`config.mk`:
```
export PLATFORM = sky130hd
export DESIGN_NAME = breathe_rainbow_engine_top_flat
export DESIGN_NICKNAME = d
export VERILOG_FILES = /design/src/rtl/bre_pkg.sv /design/src/rtl/bre_ifs.sv /design/src/rtl/bre_lane.sv /design/src/rtl/bre_ctrl.sv /design/src/rtl/breathe_rainbow_engine_top.sv /design/src/flat_wrapper.sv
export SDC_FILE = /design/constraint.sdc
export NUM_CORES = 1
export LEC_CHECK = 0
export ABC_AREA = 1
export BUFFER_PORTS_ARGS = -buffer_cell sky130_fd_sc_hd__buf_2
export CAP_MARGIN = 20
export CORE_MARGIN = 8
export CORE_UTILIZATION = 40
export CTS_CLUSTER_SIZE = 28
export DETAILED_ROUTE_END_ITERATION = 12
export GPL_ROUTABILITY_DRIVEN = 0
export PLACE_DENSITY = 0.55
export SETUP_SLACK_MARGIN = 0.3
export SYNTH_ARGS = -nofsm -noshare
export SYNTH_HDL_FRONTEND = slang
export SYNTH_SLANG_ARGS = --single-unit
```
`constraint.sdc`:
```
create_clock -name clk -period 14 [get_ports clk]
set_clock_uncertainty 0.2 [all_clocks]
set_input_delay 1.4 -clock clk [delete_from_list [all_inputs] [get_ports clk]]
set_output_delay 1.4 -clock clk [all_outputs]
set_load 0.1 [all_outputs]
```
`src/rtl/bre_pkg.sv`:
```
// Shared types and constants for the breathe/rainbow LED engine.
// No dependencies; every file but bre_ifs imports this package.
`default_nettype none

package bre_pkg;

    localparam int CFG_IDX_W  = 2;
    localparam int CFG_DATA_W = 16;

    localparam logic [7:0]  LVL_MAX       = 8'd255;
    localparam logic [15:0] HOLD_MS_RESET = 16'd2000;
    localparam logic [15:0] MS_MAX        = 16'hFFFF;

    typedef enum logic [CFG_IDX_W-1:0] {
        CFG_EFFECT_MODE = 2'd0,
        CFG_BREATH_STEP = 2'd1,
        CFG_COLOR_STEP  = 2'd2,
        CFG_HOLD_MS     = 2'd3
    } cfg_idx_t;

    typedef enum logic {
        OP_TICK    = 1'b0,
        OP_REFRESH = 1'b1
    } opcode_t;

    typedef enum logic {
        MODE_FIXED   = 1'b0,
        MODE_RAINBOW = 1'b1
    } mode_t;

    typedef struct packed {
        logic [7:0] r;
        logic [7:0] g;
        logic [7:0] b;
    } color_t;

    // One refresh as handed from the breath control to the scaling lanes
    typedef struct packed {
        color_t     color;
        logic [7:0] lvl;
        logic       done;
    } step_t;

endpackage

`default_nettype wire

```
`src/rtl/bre_ifs.sv`:
```
// Valid/ready channel interfaces for input items and result items.
// Depends on nothing; used by the top level.
`default_nettype none

interface bre_item_if;
    logic       valid;
    logic       ready;
    logic       opcode;
    logic [7:0] red;
    logic [7:0] green;
    logic [7:0] blue;

    modport source (output valid, opcode, red, green, blue, input ready);
    modport sink   (input valid, opcode, red, green, blue, output ready);
endinterface

interface bre_result_if;
    logic       valid;
    logic       ready;
    logic [7:0] out_red;
    logic [7:0] out_green;
    logic [7:0] out_blue;
    logic       breath_done;

    modport source (output valid, out_red, out_green, out_blue, breath_done, input ready);
    modport sink   (input valid, out_red, out_green, out_blue, breath_done, output ready);
endinterface

`default_nettype wire

```
`src/rtl/bre_lane.sv`:
```
// One color-component scaling lane: registered (lvl*c+127)/255.
// Depends on bre_pkg.
`default_nettype none

module bre_lane
    import bre_pkg::*;
(
    input  wire logic       clk,
    input  wire logic       load,
    input  wire logic [7:0] comp,
    input  wire logic [7:0] lvl,
    output logic      [7:0] scaled
);

    logic [15:0] prod;
    logic [15:0] biased;
    logic [16:0] quo_sum;
    logic [7:0]  scaled_reg;
    logic [7:0]  scaled_next;

    // x/255 == (x + (x>>8) + 1) >> 8 for x below 65535
    always_comb
    begin
        prod        = 16'(comp) * 16'(lvl);
        biased      = prod + 16'd127;
        quo_sum     = 17'(biased) + 17'(biased[15:8]) + 17'd1;
        scaled_next = quo_sum[15:8];
    end

    always_ff @(posedge clk)
    begin
        if (load)
        begin
            scaled_reg <= scaled_next;
        end
    end

    assign scaled = scaled_reg;

endmodule

`default_nettype wire

```
`src/rtl/bre_ctrl.sv`:
```
// Breath control: config registers, brightness ramp, hold counter, color wheel.
// Depends on bre_pkg. Produces one step_t per refresh transfer.
`default_nettype none

module bre_ctrl
    import bre_pkg::*;
(
    input  wire logic                  clk,
    input  wire logic                  rst_n,
    input  wire logic                  cfg_we,
    input  wire logic [CFG_IDX_W-1:0]  cfg_idx,
    input  wire logic [CFG_DATA_W-1:0] cfg_data,
    input  wire logic                  accept,
    input  wire logic                  opcode,
    input  wire color_t                in_color,
    output step_t                      step
);

    logic        mode_reg,  mode_next;
    logic [7:0]  bstep_reg, bstep_next;
    logic [7:0]  cstep_reg, cstep_next;
    logic [15:0] hold_reg,  hold_next;

    logic        rising_reg,  rising_next;
    logic [7:0]  lvl_reg,     lvl_next;
    logic [15:0] elapsed_reg, elapsed_next;
    color_t      wheel_reg,   wheel_next;

    logic        is_tick;
    logic        is_ref;
    logic        holding;
    logic [7:0]  bstep_eff;
    logic [7:0]  cstep_eff;
    logic [8:0]  up_sum;
    logic [8:0]  dn_diff;
    logic [7:0]  ramp_lvl;
    logic        done;
    color_t      wheel_norm;

    // Drain a into b; on wrap, a goes to 0, b takes the wrapped value and c its complement to 255
    function automatic logic [23:0] wheel_seg(input logic [7:0] a, input logic [7:0] b,
                                              input logic [7:0] c, input logic [7:0] s);
        logic [7:0] t;
        t = a - s;
        if (t > a)
        begin
            wheel_seg = {8'd0, t, LVL_MAX - t};
        end
        else
        begin
            wheel_seg = {t, b + s, c};
        end
    endfunction

    always_comb
    begin
        mode_next  = mode_reg;
        bstep_next = bstep_reg;
        cstep_next = cstep_reg;
        hold_next  = hold_reg;
        if (cfg_we)
        begin
            unique case (cfg_idx_t'(cfg_idx))
                CFG_EFFECT_MODE: mode_next  = cfg_data[0];
                CFG_BREATH_STEP: bstep_next = cfg_data[7:0];
                CFG_COLOR_STEP:  cstep_next = cfg_data[7:0];
                CFG_HOLD_MS:     hold_next  = cfg_data;
                default:         ;
            endcase
        end
    end

    always_comb
    begin
        is_tick   = accept && (opcode == OP_TICK);
        is_ref    = accept && (opcode == OP_REFRESH);
        holding   = (lvl_reg == 8'd0) && (elapsed_reg < hold_reg);
        bstep_eff = (bstep_reg == 8'd0) ? 8'd1 : bstep_reg;
        cstep_eff = (cstep_reg == 8'd0) ? 8'd1 : cstep_reg;

        up_sum  = 9'(lvl_reg) + 9'(bstep_eff);
        dn_diff = 9'(lvl_reg) - 9'(bstep_eff);
        if (rising_reg)
        begin
            ramp_lvl = up_sum[8] ? LVL_MAX : up_sum[7:0];
        end
        else
        begin
            ramp_lvl = dn_diff[8] ? 8'd0 : dn_diff[7:0];
        end
        done = is_ref && !holding && (ramp_lvl == 8'd0);

        // Any color with all three components lit restarts at pure red
        if ((wheel_reg.r != 8'd0) && (wheel_reg.g != 8'd0) && (wheel_reg.b != 8'd0))
        begin
            wheel_norm = '{r: LVL_MAX, g: 8'd0, b: 8'd0};
        end
        else
        begin
            wheel_norm = wheel_reg;
        end

        lvl_next     = lvl_reg;
        rising_next  = rising_reg;
        elapsed_next = elapsed_reg;
        wheel_next   = wheel_reg;

        if (is_tick && (elapsed_reg != MS_MAX))
        begin
            elapsed_next = elapsed_reg + 16'd1;
        end

        if (is_ref && !holding)
        begin
            lvl_next = ramp_lvl;
            if (rising_reg)
            begin
                rising_next = (ramp_lvl != LVL_MAX);
            end
        end

        if (done)
        begin
            elapsed_next = 16'd0;
            rising_next  = 1'b1;
            if (mode_reg == MODE_RAINBOW)
            begin
                if ((wheel_norm.g != LVL_MAX) && (wheel_norm.b == 8'd0))
                begin
                    {wheel_next.r, wheel_next.g, wheel_next.b} =
                        wheel_seg(wheel_norm.r, wheel_norm.g, wheel_norm.b, cstep_eff);
                end
                else if (wheel_norm.g != 8'd0)
                begin
                    {wheel_next.g, wheel_next.b, wheel_next.r} =
                        wheel_seg(wheel_norm.g, wheel_norm.b, wheel_norm.r, cstep_eff);
                end
                else
                begin
                    {wheel_next.b, wheel_next.r, wheel_next.g} =
                        wheel_seg(wheel_norm.b, wheel_norm.r, wheel_norm.g, cstep_eff);
                end
            end
        end

        step.color = (mode_reg == MODE_RAINBOW) ? wheel_reg : in_color;
        step.lvl   = lvl_reg;
        step.done  = done;
    end

    always_ff @(posedge clk or negedge rst_n)
    begin
        if (!rst_n)
        begin
            mode_reg    <= MODE_FIXED;
            bstep_reg   <= 8'd1;
            cstep_reg   <= 8'd1;
            hold_reg    <= HOLD_MS_RESET;
            rising_reg  <= 1'b1;
            lvl_reg     <= 8'd0;
            elapsed_reg <= 16'd0;
            wheel_reg   <= '{r: LVL_MAX, g: 8'd0, b: 8'd0};
        end
        else
        begin
            mode_reg    <= mode_next;
            bstep_reg   <= bstep_next;
            cstep_reg   <= cstep_next;
            hold_reg    <= hold_next;
            rising_reg  <= rising_next;
            lvl_reg     <= lvl_next;
            elapsed_reg <= elapsed_next;
            wheel_reg   <= wheel_next;
        end
    end

    // A level of full scale always means the ramp is on its way down
    a_no_rising_at_max: assert property (@(posedge clk) disable iff (!rst_n)
        rising_reg |-> (lvl_reg != LVL_MAX))
        else $error("brightness at max while still rising");

    a_done_resets: assert property (@(posedge clk) disable iff (!rst_n)
        done |=> (lvl_reg == 8'd0) && rising_reg && (elapsed_reg == 16'd0))
        else $error("completed breath did not restart the ramp");

    a_hold_keeps_level: assert property (@(posedge clk) disable iff (!rst_n)
        (is_ref && holding) |=> (lvl_reg == 8'd0))
        else $error("level moved during dark hold");

endmodule

`default_nettype wire

```
`src/rtl/breathe_rainbow_engine_top.sv`:
```
// Breathing LED engine, top level: input stage, three scaling lanes, result merge.
// Depends on bre_pkg, bre_ifs, bre_ctrl, bre_lane.
//
// Takes one item per clock while item.ready is high. A tick transfer bumps the
// millisecond counter and yields no result. A refresh transfer updates the breath
// state in the cycle it is taken and yields one result, held first in the step
// register and then in the red/green/blue scaling lanes (8x8 multiply and a
// divide-by-255 done as shift-add), whose registers form the output stage.
// item.ready drops only when both stages are full and result.ready is low.
// Configuration writes take effect on the next clock and should be made idle.
`default_nettype none

module breathe_rainbow_engine_top
    import bre_pkg::*;
(
    input  wire logic                  clk,
    input  wire logic                  rst_n,
    input  wire logic                  cfg_we,
    input  wire logic [CFG_IDX_W-1:0]  cfg_idx,
    input  wire logic [CFG_DATA_W-1:0] cfg_data,
    bre_item_if.sink                   item,
    bre_result_if.source               result
);

    step_t  ctrl_step;
    step_t  s1_reg;
    logic   s1_valid_reg, s1_valid_next;
    logic   res_valid_reg, res_valid_next;
    logic   done_reg;
    logic   res_load;
    logic   s1_free;
    logic   accept;
    color_t in_color;

    assign in_color = '{r: item.red, g: item.green, b: item.blue};

    always_comb
    begin
        res_load       = s1_valid_reg && (!res_valid_reg || result.ready);
        s1_free        = !s1_valid_reg || res_load;
        accept         = item.valid && s1_free;
        s1_valid_next  = s1_free ? (accept && (item.opcode == OP_REFRESH)) : s1_valid_reg;
        res_valid_next = res_load ? 1'b1 : (res_valid_reg && !result.ready);
    end

    assign item.ready = s1_free;

    bre_ctrl u_ctrl (
        .clk      (clk),
        .rst_n    (rst_n),
        .cfg_we   (cfg_we),
        .cfg_idx  (cfg_idx),
        .cfg_data (cfg_data),
        .accept   (accept),
        .opcode   (item.opcode),
        .in_color (in_color),
        .step     (ctrl_step)
    );

    always_ff @(posedge clk or negedge rst_n)
    begin
        if (!rst_n)
        begin
            s1_valid_reg  <= 1'b0;
            res_valid_reg <= 1'b0;
        end
        else
        begin
            s1_valid_reg  <= s1_valid_next;
            res_valid_reg <= res_valid_next;
        end
    end

    always_ff @(posedge clk)
    begin
        if (s1_free)
        begin
            s1_reg <= ctrl_step;
        end
        if (res_load)
        begin
            done_reg <= s1_reg.done;
        end
    end

    bre_lane u_lane_red (
        .clk    (clk),
        .load   (res_load),
        .comp   (s1_reg.color.r),
        .lvl    (s1_reg.lvl),
        .scaled (result.out_red)
    );

    bre_lane u_lane_green (
        .clk    (clk),
        .load   (res_load),
        .comp   (s1_reg.color.g),
        .lvl    (s1_reg.lvl),
        .scaled (result.out_green)
    );

    bre_lane u_lane_blue (
        .clk    (clk),
        .load   (res_load),
        .comp   (s1_reg.color.b),
        .lvl    (s1_reg.lvl),
        .scaled (result.out_blue)
    );

    assign result.valid       = res_valid_reg;
    assign result.breath_done = done_reg;

    a_res_from_stage1: assert property (@(posedge clk) disable iff (!rst_n)
        $rose(res_valid_reg) |-> $past(s1_valid_reg))
        else $error("result appeared without a pending step");

    a_ready_when_empty: assert property (@(posedge clk) disable iff (!rst_n)
        !s1_valid_reg |-> item.ready)
        else $error("input stalled with empty step stage");

    a_stall_only_full: assert property (@(posedge clk) disable iff (!rst_n)
        !item.ready |-> (s1_valid_reg && res_valid_reg && !result.ready))
        else $error("input stalled while pipeline could advance");

endmodule

`default_nettype wire

```
`src/flat_wrapper.sv`:
```
// flat-port wrapper written by rule: the top's interface ports become plain ports
module breathe_rainbow_engine_top_flat import bre_pkg::*;
  (clk, rst_n, cfg_we, cfg_idx, cfg_data, item_valid, item_opcode, item_red, item_green, item_blue, item_ready, result_valid, result_out_red, result_out_green, result_out_blue, result_breath_done, result_ready);
  bre_item_if item_i ();
  bre_result_if result_i ();
  input  wire logic clk;
  input  wire logic rst_n;
  input  wire logic cfg_we;
  input  wire logic [CFG_IDX_W-1:0] cfg_idx;
  input  wire logic [CFG_DATA_W-1:0] cfg_data;
  input wire logic [$bits(item_i.valid)-1:0] item_valid;
  input wire logic [$bits(item_i.opcode)-1:0] item_opcode;
  input wire logic [$bits(item_i.red)-1:0] item_red;
  input wire logic [$bits(item_i.green)-1:0] item_green;
  input wire logic [$bits(item_i.blue)-1:0] item_blue;
  output wire logic [$bits(item_i.ready)-1:0] item_ready;
  output wire logic [$bits(result_i.valid)-1:0] result_valid;
  output wire logic [$bits(result_i.out_red)-1:0] result_out_red;
  output wire logic [$bits(result_i.out_green)-1:0] result_out_green;
  output wire logic [$bits(result_i.out_blue)-1:0] result_out_blue;
  output wire logic [$bits(result_i.breath_done)-1:0] result_breath_done;
  input wire logic [$bits(result_i.ready)-1:0] result_ready;
  assign item_i.valid = item_valid;
  assign item_i.opcode = item_opcode;
  assign item_i.red = item_red;
  assign item_i.green = item_green;
  assign item_i.blue = item_blue;
  assign item_ready = item_i.ready;
  assign result_valid = result_i.valid;
  assign result_out_red = result_i.out_red;
  assign result_out_green = result_i.out_green;
  assign result_out_blue = result_i.out_blue;
  assign result_breath_done = result_i.breath_done;
  assign result_i.ready = result_ready;
  breathe_rainbow_engine_top u_core (.clk(clk), .rst_n(rst_n), .cfg_we(cfg_we), .cfg_idx(cfg_idx), .cfg_data(cfg_data), .item(item_i), .result(result_i));
endmodule
```
# After elaboration in Yosys (flattened, before gate mapping)
# Cells that the tools add are included.
# word_totals
ff_bits,142
latch_bits,0
ramBits,0
mem_bits_ro,0
inputBits,48
output_inout_bits,27
memories,0
# classes
add_sub_neg,21
mul,3
div,0
n_lt_le_gt_ge,4
eq_ne,6
shifts,0
n_mux,18
n_bitwise,1
reduce_logical,35
# ops
operator,count
two-way mux 24 bit,7
adder 16 x 1 -> 16 bit (second input constant),4
adder 16 x 7 -> 16 bit (second input constant),3
adder 16 x 8 -> 16 bit,3
multiplier 8 x 8 -> 16 bit,3
logical NOT 8 bit,5
two-way mux 8 bit,5
two-way mux 16 bit,2
nonzero test 8 bit,4
adder 8 bit,3
greater-than comparator 8 bit,3
subtractor 8 bit,3
subtractor 8 bit (first input constant),3
< comparator 16 bit,1
!= test 16 bit (second input constant),1
!= test 8 bit (second input constant),2
logical AND 1 bit,12
AND reduction 2 bit,5
adder 8 x 8 -> 9 bit,1
subtractor 8 x 8 -> 9 bit,1
== test 2 bit (second input constant),2
logical NOT 1 bit,4
two-way mux 1 bit,4
nonzero test 2 bit,2
other kinds (4),5

# Logic depth before layout (Yosys ltp)
# Gate-level depths: netlist of the first run.
# logic_depth
word_depth,9
ltp_mapped,35
ltp_nobuf,31

# Hierarchy
# From an unflattened synthesis of the first run, not the netlist that was laid out.
# hier_totals
hier_cells,2856
area_unflattened_um2,19810.2
# by_module_without_submodules
module,n_inst,cells_per_inst,area_each_um2,seq_area_each_um2
bre_ctrl,1,1254,8406.8,2073.2
bre_lane (u_core.u_lane_blue),1,520,3475.8,240.2
bre_lane (u_core.u_lane_green),1,518,3408.3,240.2
bre_lane (u_core.u_lane_red),1,518,3403.3,240.2
breathe_rainbow_engine_top,1,46,1116.1,1071.0

# Worst setup path before layout of the first run
# OpenSTA, ideal clock, no wires.
# synth_path
path_kind,flip-flop to flip-flop
start,reg u_core.s1_reg[1] (netlist name)
end,reg u_core.u_lane_green.scaled_reg[7] (netlist: u_core.u_lane_green.scaled[7]) (data pin)
setup_time_ps,252
arrival_ps,5155
required_ps,13548
setup_slack_ps,8392
stages_incl_launch_ff,30
path_buffers,1
period_less_slack_ps,5608
cell_sequence,edfxtp_1 clkbuf_1 nand2_1 fa_1 inv_1 fa_1 fa_1 inv_1 fa_1 inv_1 ha_1 nand2_1 nand2_1 nand2_1 nand2_1 nand2_1 nand3_1 nand2_1 nand2_1 a21oi_1 xor2_1 inv_1 ha_1 inv_1 nor2_1 nand3_1 nor3_1 nand2_1 nand3_1 nand2_1
# synth_via
elab_chain_len,4
# synth_rtl
element,line,text
"start, declared",breathe_rainbow_engine_top.sv:26,step_t s1_reg;
"start signal, assigned",breathe_rainbow_engine_top.sv:78,s1_reg <= ctrl_step;
multiplier 8 x 8 -> 16 bit,bre_lane.sv:24,prod = 16'(comp) * 16'(lvl);
adder 16 x 7 -> 16 bit,bre_lane.sv:25,biased = prod + 16'd127;
adder 16 x 8 -> 16 bit,bre_lane.sv:26,quo_sum = 17'(biased) + 17'(biased[15:8]) + 17'd1;
adder 16 x 1 -> 16 bit,bre_lane.sv:26,
net u_core.u_lane_green.quo_sum[15],bre_lane.sv:17,logic [16:0] quo_sum;
"end signal, assigned",bre_lane.sv:34,scaled_reg <= scaled_next;
"end, declared",bre_lane.sv:18,logic [7:0] scaled_reg;
# The timed path passes the listed nets, and every way through them passes these cells.
# A chain may end at the register's enable or synchronous reset.

# Worst setup path in the final report of the first run
# Ends and elaborated chain as after synthesis.

==> results of run 1 <==
-- routing by layer --
| metal | vias up | track usage |
|---|---|---|
| li1 | 8713 | - |
| met1 | 8107 | 0.2275 |
| met2 | 431 | 0.3268 |
| met3 | 87 | 0.03371 |
| met4 | 0 | 0.05690 |
| met5 | - | 0 |
-- cell usage after synthesis, drive strengths merged (2+ instances only) --
cell and number:
a211oi 4, a21o 6, a21oi 110, a31o 2
a31oi 10, and2 4, and3 3, buf 10
clkbuf 80, clkinv 3, dfrtp 67, dfstp 17
edfxtp 58, fa 134, ha 216, inv 606
nand2 918, nand3 173, nand3b 14, nand4 33
nor2 150, nor3 17, nor3b 2, nor4 2
o211ai 14, o21a 2, o21ai 99, o21bai 11
o31ai 4, or2 8, xnor2 9, xor2 40
-- cell families (layout without fill, tap and decap cells) --
kind of cell / after synthesis / in the layout / synth area share
simple gates: 1326 / 1326 / 0.2830
buf+inv: 699 / 722 / 0.1381
fa+ha+maj: 350 / 350 / 0.2794
compound gates: 265 / 265 / 0.07679
flops: 142 / 142 / 0.2005
xor+xnor: 49 / 49 / 0.02227
-- critical path: cells and delay by family, from the launching register on --
family | cells | cell delay [ps]
flip-flops | 1 | 900
buffers and inverters | 5 | 280
AO/OA/AOI/OAI | 1 | 150
adder cells (fa/ha/maj) | 6 | 2750
XOR/XNOR | 1 | 190
AND/OR/NAND/NOR | 15 | 1630
-- cell type report --
| cell class | count | area share |
|---|---|---|
| tap | 615 | 0.03714 |
| inverter | 609 | 0.1104 |
| multi-input combinational | 1990 | 0.6161 |
| clock buffer | 17 | 0.02053 |
| sequential | 142 | 0.1865 |
| clock inverter | 15 | 0.008213 |
| timing repair buffer | 81 | 0.02108 |
-- per-stage QoR --
step / cells / hold WS (ps) / utilization
after floorplan: 2831 / 200.3 / -
after global placement: 3435 / 211.7 / 0.4218
after detailed placement: 3435 / 208.9 / 0.4218
after CTS: 3467 / 224.6 / 0.4343
after global routing: 3469 / 243.2 / 0.4348
final: 3469 / 220.6 / 0.4348
-- worst max path at each step --
stage / start / to / slack (ps) / cells after the start
after floorplan: u_core.s1_reg[1] / u_core.u_lane_green.scaled[7] / 8390 / 29
after global placement: u_core.s1_reg[1] / u_core.u_lane_red.scaled[7] / 7790 / 25
after detailed placement: u_core.s1_reg[1] / u_core.u_lane_red.scaled[3] / 7640 / 25
after CTS: u_core.s1_reg[1] / u_core.u_lane_red.scaled[1] / 7620 / 25
after global routing: u_core.s1_reg[1] / u_core.u_lane_red.scaled[7] / 7120 / 28
final: u_core.s1_reg[1] / u_core.u_lane_green.scaled[7] / 7660 / 28
==> impl_metrics.tcl, run 1 <==
set metrics [dict create \
    multi_input_area_sq_mm 0.01276 \
    critPathRequiredTime_ps 14040 \
    drtPass1Iterations 5 \
    cp_common_cell "nand2_1" \
    cts_setup_buffers 0 \
    dieArea_sq_mm 0.05547 \
    final_common_cell "nand2_1" \
    num_vias 17340 \
    final_area_sq_mm 0.02072 \
    finalSetupViolCount 0 \
    min_to "u_core.result.breath_done" \
    grt_max_degree 68 \
    largest_reg_flops 33 \
    seq_area_frac_synth 0.2005 \
    cap_violations 0 \
    syn_nets 3229 \
    clkLatencyLatePin_ps 470 \
    synth_seq_cells 142 \
    worstSetupStartpointType "register" \
    seqCellArea_sq_mm 0.003865 \
    rows 80 \
    slowest_stage "edfxtp_1" \
    run_status "finished clean" \
    pin_count 75 \
    grt_pass1_wl_mm 85.04 \
    dr.max_layer_used "met4" \
    grt_pass1_vias 17490 \
    hold_start "u_core.s1_reg[0]" \
    wl_met3_mm 2.527 \
    drt_iter0_markers 1044 \
    grt_setup_unrepaired "false" \
    relSlewSlack 0.2931 \
    portBuffers 74 \
    clockBufferDepth 2 \
    cp_data_arrival_time_ps 6380 \
    core_sq_mm 0.04765 \
    layout.cells.most_common_list "nand2_1 (917), inv_1 (602), ha_1 (216)" \
    antenna_cells 0 \
    antenna_left 0 \
    hold_viol 0 \
    hold_path_class "register to register" \
    syn_area_sq_mm 0.01927 \
    synth_top_area_frac 0.1786 \
    start_util 0.4045 \
    ys.flop_type "dfrtp_1" \
    period_share 0.4528 \
    ctsHoldBuffers 0 \
    yosys.area.top_type "nand2_1" \
    die_y_microns 235.5 \
    critical_path_class "register to register" \
    setup_tns_ps 0 \
    area_delta_synth_final_pct 7.491 \
    dpl_worst_slack_ps 7637 \
    async_flop_share 0.5915 \
    cts_tree "done" \
    cts_resized 0 \
    final_net_count 3239 \
    antenna_found_initial 0 \
    worst-r2r-cell-count 28 \
    path_clk_slew_ps 70 \
    cp_max_fo 24 \
    worstMarginPinSlew_ps 1058 \
    cts_sinks 142 \
    min_period_ps 6340 \
    synth_cell_types 52 \
    drv_slew 0 \
    vias_per_cell 4.998 \
    avgSynthCellArea_sq_um 6.808 \
    synth_warnings 0 \
    place_hpwl_mm 40.96 \
    synth_cells 2831 \
    htreeDepth 4 \
    wire_per_inst_microns 14.62 \
    critPathMaxStageDelay_ps 900 \
    cts-root-buf "clkbuf_16" \
    critPathCaptureType "register" \
    drcViolationCount 0 \
    postLayoutSetupSlackWorst_ps 7660 \
    route.met2.wl_mm 24.31 \
    groute.usage.overall 0.1854 \
    reg2reg_slack_ps 7660 \
    synth_edf_count 58 \
    fp.dieW_microns 235.5 \
    met1_length_mm 22.71 \
    wirelength_mm 50.73 \
    reg2reg_to "u_core.u_lane_green.scaled[7]" \
    postPlaceCellArea_sq_mm 0.02010 \
    nFillCells 4952 \
    cts_inserted_buffers 17 \
    synth_area_leaders "nand2_1 (18%), ha_1 (14%), fa_1 (14%), inv_1 (12%), edfxtp_1 (9.0%)" \
    r2r_start "u_core.s1_reg[1]" \
    drive_above_1_share 0.05536 \
    overflow 0 \
    min_path_cells 0 \
    fmax_mhz 157.7 \
]
Power of run 1 is left out: the tool's default activity adds up to more than one toggle a clock period on the data nets, which glitch-free logic cannot reach.
==> run 2, diff against run 1 <==
==> constraint.sdc (replaced) <==
create_clock -name clk -period 6.2 [get_ports clk]
set_clock_uncertainty 0.2 [all_clocks]
set_input_delay 0.62 -clock clk [delete_from_list [all_inputs] [get_ports clk]]
set_output_delay 0.62 -clock clk [all_outputs]
set_load 0.1 [all_outputs]
==> run 2 against run 1 <==
Die area unchanged. Core utilization rose by 2.0 points. Sequential cell count did not move. First-iteration DRC count shrank 5.7%. Routed wire length increased by 2.0%. Count of clock-buffer cells in the layout stayed put. Worst setup slack got worse by 7100 ps. Cell count grew 1.8%. Non-clock buffer count increased by 62. Worst hold slack worse by 39 ps. Largest cell class unchanged.
==> impl_metrics.tcl, run 2 (synthesis gave the netlist of run 1 again) <==
set metrics [dict create \
    run_status "finished clean" \
    cp_data_arrival_time_ps 5620 \
    hold_path_class "primary input to register" \
    core_sq_mm 0.04765 \
    reg2reg_to "u_core.u_lane_red.scaled[7]" \
    drcViolationCount 0 \
    fp.dieW_microns 235.5 \
    grt_setup_unrepaired "true" \
    layout.cells.most_common_list "nand2_1 (896), inv_1 (602), ha_1 (192)" \
    clockBufferDepth 2 \
    final_common_cell "nand2_1" \
    wirelength_mm 51.75 \
    relSlewSlack 0.3040 \
    met1_length_mm 23.29 \
    drive_above_1_share 0.09979 \
    htreeDepth 4 \
    largest_reg_flops 33 \
    drtPass1Iterations 5 \
    clkLatencyLatePin_ps 470 \
    die_y_microns 235.5 \
    worstMarginPinSlew_ps 1042 \
    multi_input_area_sq_mm 0.01318 \
    dr.max_layer_used "met4" \
    rows 80 \
    num_vias 17550 \
    seqCellArea_sq_mm 0.003865 \
    fmax_mhz 178.7 \
    drt_iter0_markers 984 \
    critPathCaptureType "register" \
    r2r_start "u_core.s1_reg[2]" \
    cp_max_fo 12 \
    vias_per_cell 4.969 \
    wire_per_inst_microns 14.65 \
    min_period_ps 5597 \
    final_net_count 3301 \
    period_share 0.9028 \
    reg2reg_slack_ps 600 \
    pin_count 75 \
    worst-r2r-cell-count 28 \
    wl_met3_mm 2.323 \
    drv_slew 0 \
    start_util 0.4045 \
    hold_start "cfg_data[10]" \
    critical_path_class "register to register" \
    cts_tree "done" \
    cap_violations 0 \
    setup_tns_ps 0 \
    min_to "u_core.u_ctrl.hold_reg[10]" \
    hold_viol 0 \
    critPathMaxStageDelay_ps 540 \
    antenna_left 0 \
    route.met2.wl_mm 24.82 \
    overflow 0 \
    worstSetupStartpointType "register" \
    slowest_stage "fa_1" \
    area_delta_synth_final_pct 12.39 \
    groute.usage.overall 0.1870 \
    critPathRequiredTime_ps 6230 \
    grt_pass1_wl_mm 86.10 \
    min_path_cells 3 \
    cts_sinks 142 \
    finalSetupViolCount 0 \
    antenna_cells 0 \
    nFillCells 4920 \
    grt_pass1_vias 17500 \
    path_clk_slew_ps 70 \
    cts_inserted_buffers 17 \
    place_hpwl_mm 41.77 \
    dieArea_sq_mm 0.05547 \
    antenna_found_initial 0 \
    cts-root-buf "clkbuf_16" \
    portBuffers 74 \
    grt_max_degree 49 \
]
## run 2: layout make-up
class                      count  area share
clock inverter                15    0.007971
timing repair buffer         143     0.04442
sequential                   142      0.1784
inverter                     609      0.1056
tap                          615     0.03552
clock buffer                  17     0.01964
multi-input combinational   1990      0.6084
## run 2: what timing repair did
action / in CTS / in global routing
pin swaps: 0 / 8
gates resized for setup: 1 / 80
endpoints found under the setup margin: 7 / 24
cloned: 0 / 1
hold buffers: 1 / 0
buffers inserted: 16 / 16
endpoints found under the hold margin: 31 / 0
## run 2: how the worst max path moves through the flow
stage / slack, ps / endpoint / from / cells past startpoint
finish: 600 / u_core.u_lane_red.scaled[7] / u_core.s1_reg[2] / 28
global route: 250 / u_core.u_lane_red.scaled[7] / u_core.s1_reg[2] / 28
CTS: 320 / u_core.u_lane_green.scaled[7] / u_core.s1_reg[6] / 29
detailed placement: 200 / u_core.u_lane_green.scaled[7] / u_core.s1_reg[6] / 29
global placement: 300 / u_core.u_lane_blue.scaled[7] / u_core.s1_reg[6] / 29
floorplan: 590 / u_core.u_lane_green.scaled[7] / u_core.s1_reg[1] / 29
## run 2: through the flow
stage	setup WS (ps)	instances	utilization	hold WS, ps	instance area [sq um]
floorplan	592.3	2831	-	124.4	19270
global placement	301.3	3464	0.4266	204.1	20330
detailed placement	199.1	3464	0.4266	209.3	20330
CTS	320.9	3513	0.4420	147.0	21060
global route	253.7	3531	0.4546	172.8	21660
finish	602.6	3531	0.4546	182.0	21660
## run 2: per-layer routing
layer / GRT usage / up-vias
met5: 0 / -
met4: 0.05803 / 0
met3: 0.03102 / 87
met2: 0.3211 / 414
met1: 0.2381 / 8200
li1: - / 8844
## run 2: worst max-delay path: cells and delay by family, from the launching register on
kind | cells | cell delay, ps
buffers and inverters | 7 | 690
XOR/XNOR | 1 | 200
AO/OA/AOI/OAI | 2 | 280
flip-flops | 1 | 430
AND/OR/NAND/NOR | 12 | 1210
adder cells (fa/ha/maj) | 6 | 2340
Power of run 2 is left out for the same reason.
